==> config.mk <==
export PLATFORM = sky130hd
export DESIGN_NAME = launch_and_chute_deploy_detector_unit_flat
export DESIGN_NICKNAME = d
export VERILOG_FILES = /design/src/rtl/core/lcdd_pkg.sv /design/src/rtl/core/lcdd_ifs.sv /design/src/rtl/core/lcdd_step.sv /design/src/rtl/core/launch_and_chute_deploy_detector_unit.sv /design/src/flat_wrapper.sv
export VERILOG_INCLUDE_DIRS = /design/src /design/src/rtl/core
export SDC_FILE = /design/constraint.sdc
export NUM_CORES = 2
export LEC_CHECK = 0
export CELL_PAD_IN_SITES_DETAIL_PLACEMENT = 1
export CELL_PAD_IN_SITES_GLOBAL_PLACEMENT = 2
export CORE_MARGIN = 2
export CORE_UTILIZATION = 37
export DETAILED_ROUTE_END_ITERATION = 8
export DONT_BUFFER_PORTS = 1
export HOLD_SLACK_MARGIN = 0.03
export PLACE_DENSITY_LB_ADDON = 0.15
export SLEW_MARGIN = 25
export SYNTH_ARGS = -nofsm -noshare
export SYNTH_HDL_FRONTEND = slang
export SYNTH_SLANG_ARGS = --single-unit
==> constraint.sdc <==
create_clock -name clk_i -period 27.8 [get_ports clk_i]
set_clock_uncertainty 0.1 [all_clocks]
set_input_delay 5.56 -clock clk_i [delete_from_list [all_inputs] [get_ports clk_i]]
set_output_delay 5.56 -clock clk_i [all_outputs]
set_load 0.03 [all_outputs]
==> src/rtl/core/assert_macros.svh <==
// Assertion macros for the detector RTL.
// Depends on nothing; expects clk_i and rst_ni in the including module.
`ifndef ASSERT_MACROS_SVH
`define ASSERT_MACROS_SVH

// Checked on every rising edge outside of reset.
`define ASSERT_RST(name, prop, msg) \
  name: assert property (@(posedge clk_i) disable iff (!rst_ni) (prop)) else $error(msg);

// Checked on every rising edge, also during reset.
`define ASSERT_ALWAYS(name, prop, msg) \
  name: assert property (@(posedge clk_i) (prop)) else $error(msg);

`endif

==> src/rtl/core/lcdd_pkg.sv <==
// Types and constants of the launch and chute deploy detector.
// No dependencies.
package lcdd_pkg;

  localparam int unsigned CfgIdxW = 4;
  localparam int unsigned CfgDataW = 32;
  localparam int unsigned AxisW = 16;
  localparam int unsigned PressW = 16;
  localparam int unsigned MagW = 32;

  typedef enum logic [CfgIdxW-1:0] {
    CFG_LAUNCH_MAG_SQ = 4'd0,
    CFG_STILL_MAG_SQ  = 4'd1,
    CFG_PRESS_RISE    = 4'd2,
    CFG_DEPLOY_DELAY  = 4'd3
  } lcdd_cfg_idx_e;

  localparam logic [MagW-1:0]     LaunchMagSqReset = 32'd42949672;
  localparam logic [MagW-1:0]     StillMagSqReset  = 32'd24159192;
  localparam logic [PressW-1:0]   PressRiseReset   = 16'd4;
  localparam logic [CfgDataW-1:0] DeployDelayReset = 32'd13000000;

  typedef struct packed {
    logic [MagW-1:0]     launch_mag_sq_limit;
    logic [MagW-1:0]     still_mag_sq_limit;
    logic [PressW-1:0]   pressure_rise_limit;
    logic [CfgDataW-1:0] deploy_delay_us;
  } lcdd_cfg_t;

  typedef struct packed {
    logic launched;
    logic deploy_armed;
    logic falling;
  } lcdd_flags_t;

  typedef struct packed {
    logic deploy;
    logic launch_seen;
    logic fall_seen;
  } lcdd_result_t;

endpackage

==> src/rtl/core/lcdd_ifs.sv <==
// Handshake channels of the detector: samples in, results out, register writes.
// Depends on lcdd_pkg.
interface lcdd_sample_if #(
  parameter int unsigned TIME_BITS = 48
);
  logic                        valid;
  logic                        ready;
  logic signed [15:0]          accel_x;
  logic signed [15:0]          accel_y;
  logic signed [15:0]          accel_z;
  logic [15:0]                 pressure_tenths;
  logic [TIME_BITS-1:0]        time_us;

  modport source (output valid, accel_x, accel_y, accel_z, pressure_tenths, time_us,
                  input ready);
  modport sink   (input valid, accel_x, accel_y, accel_z, pressure_tenths, time_us,
                  output ready);
endinterface

interface lcdd_result_if;
  logic valid;
  logic ready;
  logic deploy;
  logic launch_seen;
  logic fall_seen;

  modport source (output valid, deploy, launch_seen, fall_seen, input ready);
  modport sink   (input valid, deploy, launch_seen, fall_seen, output ready);
endinterface

interface lcdd_cfg_if;
  logic                         valid;
  logic                         ready;
  logic [lcdd_pkg::CfgIdxW-1:0] index;
  logic [lcdd_pkg::CfgDataW-1:0] data;

  modport source (output valid, index, data, input ready);
  modport sink   (input valid, index, data, output ready);
endinterface

==> src/rtl/core/lcdd_step.sv <==
// Per-sample evaluation: squared magnitude, launch, delay, fall and deploy.
// Depends on lcdd_pkg. Purely combinational.
module lcdd_step #(
  parameter int unsigned TIME_BITS = 48
) (
  input  logic signed [15:0]       ax_i,
  input  logic signed [15:0]       ay_i,
  input  logic signed [15:0]       az_i,
  input  logic [15:0]              press_i,
  input  logic [TIME_BITS-1:0]     now_i,
  input  lcdd_pkg::lcdd_cfg_t      cfg_i,
  input  lcdd_pkg::lcdd_flags_t    flags_i,
  input  logic [TIME_BITS-1:0]     stamp_i,
  input  logic [15:0]              last_press_i,
  output lcdd_pkg::lcdd_flags_t    flags_o,
  output logic [TIME_BITS-1:0]     stamp_o,
  output logic [15:0]              last_press_o,
  output lcdd_pkg::lcdd_result_t   result_o
);
  import lcdd_pkg::*;

  logic signed [31:0]    sq_x, sq_y, sq_z;
  logic [MagW-1:0]       mag;
  logic                  launch_now;
  logic [TIME_BITS-1:0]  elapsed;
  logic                  has_base;
  logic signed [16:0]    diff;
  logic                  rise;

  // Each square is below 2^31, the sum below 2^32.
  assign sq_x = ax_i * ax_i;
  assign sq_y = ay_i * ay_i;
  assign sq_z = az_i * az_i;
  assign mag  = unsigned'(sq_x) + unsigned'(sq_y) + unsigned'(sq_z);

  assign launch_now = !flags_i.launched && (mag > cfg_i.launch_mag_sq_limit);
  assign stamp_o    = launch_now ? now_i : stamp_i;
  assign elapsed    = now_i - stamp_o;

  assign has_base = (last_press_i != '0);
  assign diff     = signed'({1'b0, press_i}) - signed'({1'b0, last_press_i});
  assign rise     = diff > signed'({1'b0, cfg_i.pressure_rise_limit});

  always_comb begin
    flags_o.launched     = flags_i.launched | launch_now;
    flags_o.deploy_armed = flags_i.deploy_armed |
                           (flags_o.launched && (elapsed >= TIME_BITS'(cfg_i.deploy_delay_us)));
    flags_o.falling      = flags_i.falling |
                           (has_base && rise && (mag < cfg_i.still_mag_sq_limit));
    last_press_o         = press_i;
    result_o.deploy      = has_base && flags_o.deploy_armed;
    result_o.launch_seen = flags_o.launched;
    result_o.fall_seen   = flags_o.falling;
  end

endmodule

==> src/rtl/core/launch_and_chute_deploy_detector_unit.sv <==
// Launch and chute deploy detector, top level. Depends on lcdd_pkg, lcdd_ifs, lcdd_step.
// Pipeline: input register, then result register; a result that is not taken stalls a
// full input stage. Throughput: one sample per cycle while results are taken; the
// evaluation is a single pass of lcdd_step.
// Reset: asynchronous, active low; clears flags, stamp, baseline and loads register defaults.
// The register write port is always ready; writes are meant for idle periods only.
`include "assert_macros.svh"

module launch_and_chute_deploy_detector_unit #(
  parameter int unsigned TIME_BITS = 48
) (
  input  logic         clk_i,
  input  logic         rst_ni,
  lcdd_sample_if.sink  sample_i,
  lcdd_result_if.source result_o,
  lcdd_cfg_if.sink     cfg_i
);
  import lcdd_pkg::*;

  // Register file
  lcdd_cfg_t cfg_q;

  assign cfg_i.ready = 1'b1;

  always_ff @(posedge clk_i or negedge rst_ni) begin
    if (!rst_ni) begin
      cfg_q.launch_mag_sq_limit <= LaunchMagSqReset;
      cfg_q.still_mag_sq_limit  <= StillMagSqReset;
      cfg_q.pressure_rise_limit <= PressRiseReset;
      cfg_q.deploy_delay_us     <= DeployDelayReset;
    end else if (cfg_i.valid) begin
      unique case (lcdd_cfg_idx_e'(cfg_i.index))
        CFG_LAUNCH_MAG_SQ: cfg_q.launch_mag_sq_limit <= cfg_i.data;
        CFG_STILL_MAG_SQ:  cfg_q.still_mag_sq_limit  <= cfg_i.data;
        CFG_PRESS_RISE:    cfg_q.pressure_rise_limit <= cfg_i.data[PressW-1:0];
        CFG_DEPLOY_DELAY:  cfg_q.deploy_delay_us     <= cfg_i.data;
        default: ; // unknown index: write dropped
      endcase
    end
  end

  // Pipeline control: input stage advances whenever the result register is free
  logic s1_valid_q;
  logic out_valid_q;
  logic out_free;
  logic s1_adv;
  logic in_take;

  assign out_free       = !out_valid_q || result_o.ready;
  assign s1_adv         = s1_valid_q && out_free;
  assign sample_i.ready = !s1_valid_q || out_free;
  assign in_take        = sample_i.valid && sample_i.ready;

  always_ff @(posedge clk_i or negedge rst_ni) begin
    if (!rst_ni) begin
      s1_valid_q  <= 1'b0;
      out_valid_q <= 1'b0;
    end else begin
      if (sample_i.ready) begin
        s1_valid_q <= sample_i.valid;
      end
      if (out_free) begin
        out_valid_q <= s1_valid_q;
      end
    end
  end

  // Input register (payload, no reset)
  logic signed [AxisW-1:0] ax_q, ay_q, az_q;
  logic [PressW-1:0]       press_q;
  logic [TIME_BITS-1:0]    now_q;

  always_ff @(posedge clk_i) begin
    if (in_take) begin
      ax_q    <= sample_i.accel_x;
      ay_q    <= sample_i.accel_y;
      az_q    <= sample_i.accel_z;
      press_q <= sample_i.pressure_tenths;
      now_q   <= sample_i.time_us;
    end
  end

  // Detector state; updated exactly once per sample, when it leaves the input stage
  lcdd_flags_t          flags_q, flags_d;
  logic [TIME_BITS-1:0] stamp_q, stamp_d;
  logic [PressW-1:0]    last_press_q, last_press_d;
  lcdd_result_t         res_d, res_q;

  lcdd_step #(
    .TIME_BITS(TIME_BITS)
  ) u_step (
    .ax_i         (ax_q),
    .ay_i         (ay_q),
    .az_i         (az_q),
    .press_i      (press_q),
    .now_i        (now_q),
    .cfg_i        (cfg_q),
    .flags_i      (flags_q),
    .stamp_i      (stamp_q),
    .last_press_i (last_press_q),
    .flags_o      (flags_d),
    .stamp_o      (stamp_d),
    .last_press_o (last_press_d),
    .result_o     (res_d)
  );

  always_ff @(posedge clk_i or negedge rst_ni) begin
    if (!rst_ni) begin
      flags_q      <= '0;
      stamp_q      <= '0;
      last_press_q <= '0;
    end else if (s1_adv) begin
      flags_q      <= flags_d;
      stamp_q      <= stamp_d;
      last_press_q <= last_press_d;
    end
  end

  // Result register (payload)
  always_ff @(posedge clk_i) begin
    if (s1_adv) begin
      res_q <= res_d;
    end
  end

  assign result_o.valid       = out_valid_q;
  assign result_o.deploy      = res_q.deploy;
  assign result_o.launch_seen = res_q.launch_seen;
  assign result_o.fall_seen   = res_q.fall_seen;

  // Launch, once latched, stays latched
  `ASSERT_RST(a_launch_sticky, flags_q.launched |=> flags_q.launched, "launch flag dropped")
  // Chute can only be ready after a launch
  `ASSERT_RST(a_ready_needs_launch, !flags_q.deploy_armed || flags_q.launched,
              "chute ready without launch")
  // A shown deploy must agree with the chute ready state
  `ASSERT_RST(a_deploy_ready, (out_valid_q && res_q.deploy) |-> flags_q.deploy_armed,
              "deploy without chute ready")
  // A shown launch must agree with the launch state
  `ASSERT_RST(a_launch_result, (out_valid_q && res_q.launch_seen) |-> flags_q.launched,
              "launch result without launch state")

endmodule

==> src/flat_wrapper.sv <==
// flat-port wrapper written by rule: the top's interface ports become plain ports
module launch_and_chute_deploy_detector_unit_flat import lcdd_pkg::*;
#(
  parameter int unsigned TIME_BITS = 48
)
  (clk_i, rst_ni, sample_i_valid, sample_i_accel_x, sample_i_accel_y, sample_i_accel_z, sample_i_pressure_tenths, sample_i_time_us, sample_i_ready, result_o_valid, result_o_deploy, result_o_launch_seen, result_o_fall_seen, result_o_ready, cfg_i_valid, cfg_i_index, cfg_i_data, cfg_i_ready);
  lcdd_sample_if #(.TIME_BITS(TIME_BITS)) sample_i_i ();
  lcdd_result_if result_o_i ();
  lcdd_cfg_if cfg_i_i ();
  input  logic clk_i;
  input  logic rst_ni;
  input wire logic [$bits(sample_i_i.valid)-1:0] sample_i_valid;
  input wire logic [$bits(sample_i_i.accel_x)-1:0] sample_i_accel_x;
  input wire logic [$bits(sample_i_i.accel_y)-1:0] sample_i_accel_y;
  input wire logic [$bits(sample_i_i.accel_z)-1:0] sample_i_accel_z;
  input wire logic [$bits(sample_i_i.pressure_tenths)-1:0] sample_i_pressure_tenths;
  input wire logic [$bits(sample_i_i.time_us)-1:0] sample_i_time_us;
  output wire logic [$bits(sample_i_i.ready)-1:0] sample_i_ready;
  output wire logic [$bits(result_o_i.valid)-1:0] result_o_valid;
  output wire logic [$bits(result_o_i.deploy)-1:0] result_o_deploy;
  output wire logic [$bits(result_o_i.launch_seen)-1:0] result_o_launch_seen;
  output wire logic [$bits(result_o_i.fall_seen)-1:0] result_o_fall_seen;
  input wire logic [$bits(result_o_i.ready)-1:0] result_o_ready;
  input wire logic [$bits(cfg_i_i.valid)-1:0] cfg_i_valid;
  input wire logic [$bits(cfg_i_i.index)-1:0] cfg_i_index;
  input wire logic [$bits(cfg_i_i.data)-1:0] cfg_i_data;
  output wire logic [$bits(cfg_i_i.ready)-1:0] cfg_i_ready;
  assign sample_i_i.valid = sample_i_valid;
  assign sample_i_i.accel_x = sample_i_accel_x;
  assign sample_i_i.accel_y = sample_i_accel_y;
  assign sample_i_i.accel_z = sample_i_accel_z;
  assign sample_i_i.pressure_tenths = sample_i_pressure_tenths;
  assign sample_i_i.time_us = sample_i_time_us;
  assign sample_i_ready = sample_i_i.ready;
  assign result_o_valid = result_o_i.valid;
  assign result_o_deploy = result_o_i.deploy;
  assign result_o_launch_seen = result_o_i.launch_seen;
  assign result_o_fall_seen = result_o_i.fall_seen;
  assign result_o_i.ready = result_o_ready;
  assign cfg_i_i.valid = cfg_i_valid;
  assign cfg_i_i.index = cfg_i_index;
  assign cfg_i_i.data = cfg_i_data;
  assign cfg_i_ready = cfg_i_i.ready;
  launch_and_chute_deploy_detector_unit #(.TIME_BITS(TIME_BITS)) u_core (.clk_i(clk_i), .rst_ni(rst_ni), .sample_i(sample_i_i), .result_o(result_o_i), .cfg_i(cfg_i_i));
endmodule
==> run_results.csv <==
group,metric,value,unit
outcome,outcome,"completed",
timing,worst_pin_slew,0.919,ns
route,drt_iter0_drc,1200,
timing,finalCritPeriodShare,0.644,
cells_and_area,fillers,13000,
floorplan,initial_core_util,0.373,
worst_setup_path,worst_r2r_endpoint,"u_core.result_o.deploy",
timing,setup_tns,0,ns
floorplan,die_h,346,µm
min_path,min_to,"u_core.result_o.valid",
clocking,insertion_delay,0.63,ns
worst_setup_path,slowest_stage,"edfxtp_1",
cells_and_area,stdcell_count,5855,
timing,fmax,55.8,MHz
worst_setup_path,cp.required,28.06,ns
worst_setup_path,cp-end-kind,"register",
clocking,cts_root_buf,"clkbuf_16",
worst_setup_path,arrival,18.17,ns
timing,relSlewSlack,0.387,
route,vias,28200,
clocking,post-cts-setup-buffers,0,
logic_synthesis,yosysSeqAreaShare,0.185,
global_routing,grt.total_usage,0.200,
timing,fin_ws,9.89,ns
worst_setup_path,r2r_slack,9.89,ns
logic_synthesis,ys_seq_elements,296,
min_path,min_from,"u_core.s1_valid_q",
worst_setup_path,crit_path_start,"u_core.ay_q[1]",
cells_and_area,fin_nets,5648,
cells_and_area,drive_above_1_share,0.0557,
floorplan,die_w,346,µm
route,ant_nets,0,
global_routing,antenna_found_initial,8,
min_path,hold_path_class,"register to register",
timing,min_period,17.91,ns
timing,slew_viol_final,0,
global_routing,grt_max_degree,182,
route,firstDrtPassIters,5,
logic_synthesis,netlist_area,43400,µm²
run,cap_violations,0,
clocking,cts_buffers,42,
logic_synthesis,synth-edff-count,115,
logic_synthesis,async_reset_ff_frac,0.611,
worst_setup_path,worstRegToRegCells,59,
logic_synthesis,synth_nets,5674,
placed_design,place_congestion,0.827,
route,routed_wl,115000,µm
placed_design,port_buffers,0,
cells_and_area,syn2layout_area_growth,7.56,%
clocking,cts_hold_buffers,0,
route,drc,0,
logic_synthesis,yosysWarnings,0,
route,wl_per_cell,19.6,µm
clocking,post_cts_resized,0,
worst_setup_path,cp_common_cell,"fa_1",
floorplan,ios,159,
global_routing,grt_pass1_vias,31800,
placed_design,pre_cts_ws,9.94,ns
route,viasPerCell,4.81,
worst_setup_path,start_kind,"register",
timing,hold_viol,0,
placed_design,dp_hpwl,96900,µm
logic_synthesis,synthesis.instances,4320,
worst_setup_path,cp_slowest_stage_delay,0.79,ns
min_path,holdPathStages,1,
floorplan,dieArea,120000,µm²
floorplan,num_rows,125,
global_routing,grt_pass1_wl,185000,µm
logic_synthesis,synth_flop_cell,"dfrtp_1",
logic_synthesis,post_synth.cell_area_avg,10.0,µm²
clocking,cts-htree-levels,2,
timing,setup_viol,0,
clocking,cts_tree,"built",
floorplan,core,116000,µm²
global_routing,grt-ovfl-total,0,
worst_setup_path,worstReg2RegStart,"u_core.ay_q[1]",
placed_design,dp_cells,5774,
worst_setup_path,crit_type,"register to register",
worst_setup_path,critPathMaxFanout,41,
timing,hold_slack,0.385,ns
logic_synthesis,yosysUniqueCellTypes,70,
clocking,clk_path_buf_depth,3,
clocking,clock_sinks,296,
clocking,clk_pin_slew,0.06,ns
timing,grt_setup_unrepaired,"no",
## synth_stat cells (7+ instances only)
master,count,area (µm²)
mux2i_1,51,510
nor2_1,157,589
nand3_1,27,135
and2_1,181,1130
dfstp_2,35,920
buf_1,7,26.3
ha_1,383,4790
fa_1,818,16400
or3_1,11,68.8
o31ai_1,11,82.6
nor2b_1,43,269
a21oi_1,145,726
a211oi_1,12,90.1
a21boi_0,7,52.6
dfrtp_1,146,3650
nand2_1,306,1150
o21bai_1,12,90.1
xor2_1,30,263
mux2_2,71,800
nand2b_1,38,238
edfxtp_1,115,3450
a31o_2,9,78.8
xnor2_1,92,806
a31oi_1,15,93.8
nor4_1,8,50.1
clkbuf_1,92,345
o21ai_0,131,656
or2_2,12,75.1
nor3_1,27,135
o211ai_1,13,97.6
nand4_1,20,125
a21o_1,41,308
o21a_1,22,165
inv_1,1153,4330
## kinds of logic (layout without fill, tap and decap cells)
family	after synthesis	in the layout	synth area share
buf+inv	1254	1261	0.109
fa+ha+maj	1201	1201	0.488
simple gates	854	854	0.0959
compound gates	469	469	0.0674
flops	296	296	0.185
xor+xnor	122	122	0.0246
mux	122	122	0.0302
other cells	2	6	0.000173
## registers in the layout (all words and copies together) (netlist names)
| signal | count |
|---|---|
| u_core.cfg_q | 112 |
| u_core.now_q | 48 |
| u_core.stamp_q | 48 |
| u_core.ax_q | 16 |
| u_core.ay_q | 16 |
| u_core.az_q | 16 |
| u_core.last_press_q | 16 |
| u_core.press_q | 16 |
| u_core.flags_q | 3 |
| u_core.result_o.deploy | 1 |
| u_core.result_o.fall_seen | 1 |
| u_core.result_o.launch_seen | 1 |
| u_core.result_o.valid | 1 |
| u_core.s1_valid_q | 1 |
## layer usage
metal | vias up | share of wire | routed length (µm) | global-route usage
met2 | 277 | 0.50 | 57100 | 0.341
met3 | 89 | 0.031 | 3590 | 0.0251
li1 | 13100 | - | - | -
met4 | 0 | 0.020 | 2310 | 0.0435
met1 | 14700 | 0.45 | 51700 | 0.270
met5 | - | 0 | 0 | 0
## per-stage QoR
step	utilization	area (µm²)
CTS	0.401	46600
floorplan	-	43400
finish	0.401	46700
global route	0.401	46700
global placement	0.388	45100
detailed placement	0.389	45200
## how the worst max path moves through the flow
stage,end,cells after the start,slack (ns)
final,u_core.result_o.deploy,59,9.89
after global routing,u_core.result_o.deploy,62,8.37
after CTS,u_core.result_o.deploy,59,9.88
after detailed placement,u_core.result_o.deploy,59,9.94
after global placement,u_core.result_o.deploy,61,10.47
after floorplan,u_core.result_o.deploy,63,12.55
## placed cells by master, fill, tap and decap left out, types with 5 or more instances in the layout
master     Yosys  routed
or3_1         11      11
o211ai_1      13      13
fa_1         818     818
a21oi_1      145     145
xor2_1        30      30
o31ai_1       11      11
a211oi_1      12      12
a21boi_0       7       7
dfrtp_1      146     146
nor2b_1       43      43
clkbuf_1      92       6
nor4_1         8       8
nand2b_1      38      38
nand2_1      306     306
a31o_2         9       9
o21a_1        22      22
xnor2_1       92      92
nor3_1        27      26
edfxtp_1     115     115
nor2_1       157     157
o21bai_1      12      12
and3_1         6       6
mux2i_1       51      51
clkbuf_8       0       7
inv_1       1153    1153
nand4_1       20      20
a2111oi_0      6       5
buf_4          1      31
dfstp_2       35      35
clkbuf_16      0      46
nand3_1       27      27
a31oi_1       15      15
or2_2         12      13
mux2_2        71      71
ha_1         383     383
o21ai_0      131     131
a211o_1        6       6
a21o_1        41      41
and2_1       181     179
## worst max-delay path: cells and delay by family, from the launching register on
kind,cells,cell delay [ns]
flops,1,0.79
fa+ha+maj,13,5.85
mux,1,0.21
xor+xnor,2,0.32
buf+inv,8,1.37
compound gates,20,6.10
simple gates,15,2.85
## final cells by class
| cell class | instances | area [µm²] | area share |
|---|---|---|---|
| clock inverters | 18 | 223 | 0.00477 |
| clock buffers | 59 | 1270 | 0.0272 |
| repair buffers | 31 | 233 | 0.00499 |
| inverters | 1153 | 4330 | 0.0928 |
| well taps | 1524 | 1910 | 0.0409 |
| flip-flops and latches | 296 | 8030 | 0.172 |
| diodes | 4 | 10.0 | 0.000215 |
| multi-input cells | 2770 | 30700 | 0.657 |
Power is not shown: default switching activity piles up to over one toggle a cycle in this logic, so the estimate is an artifact.
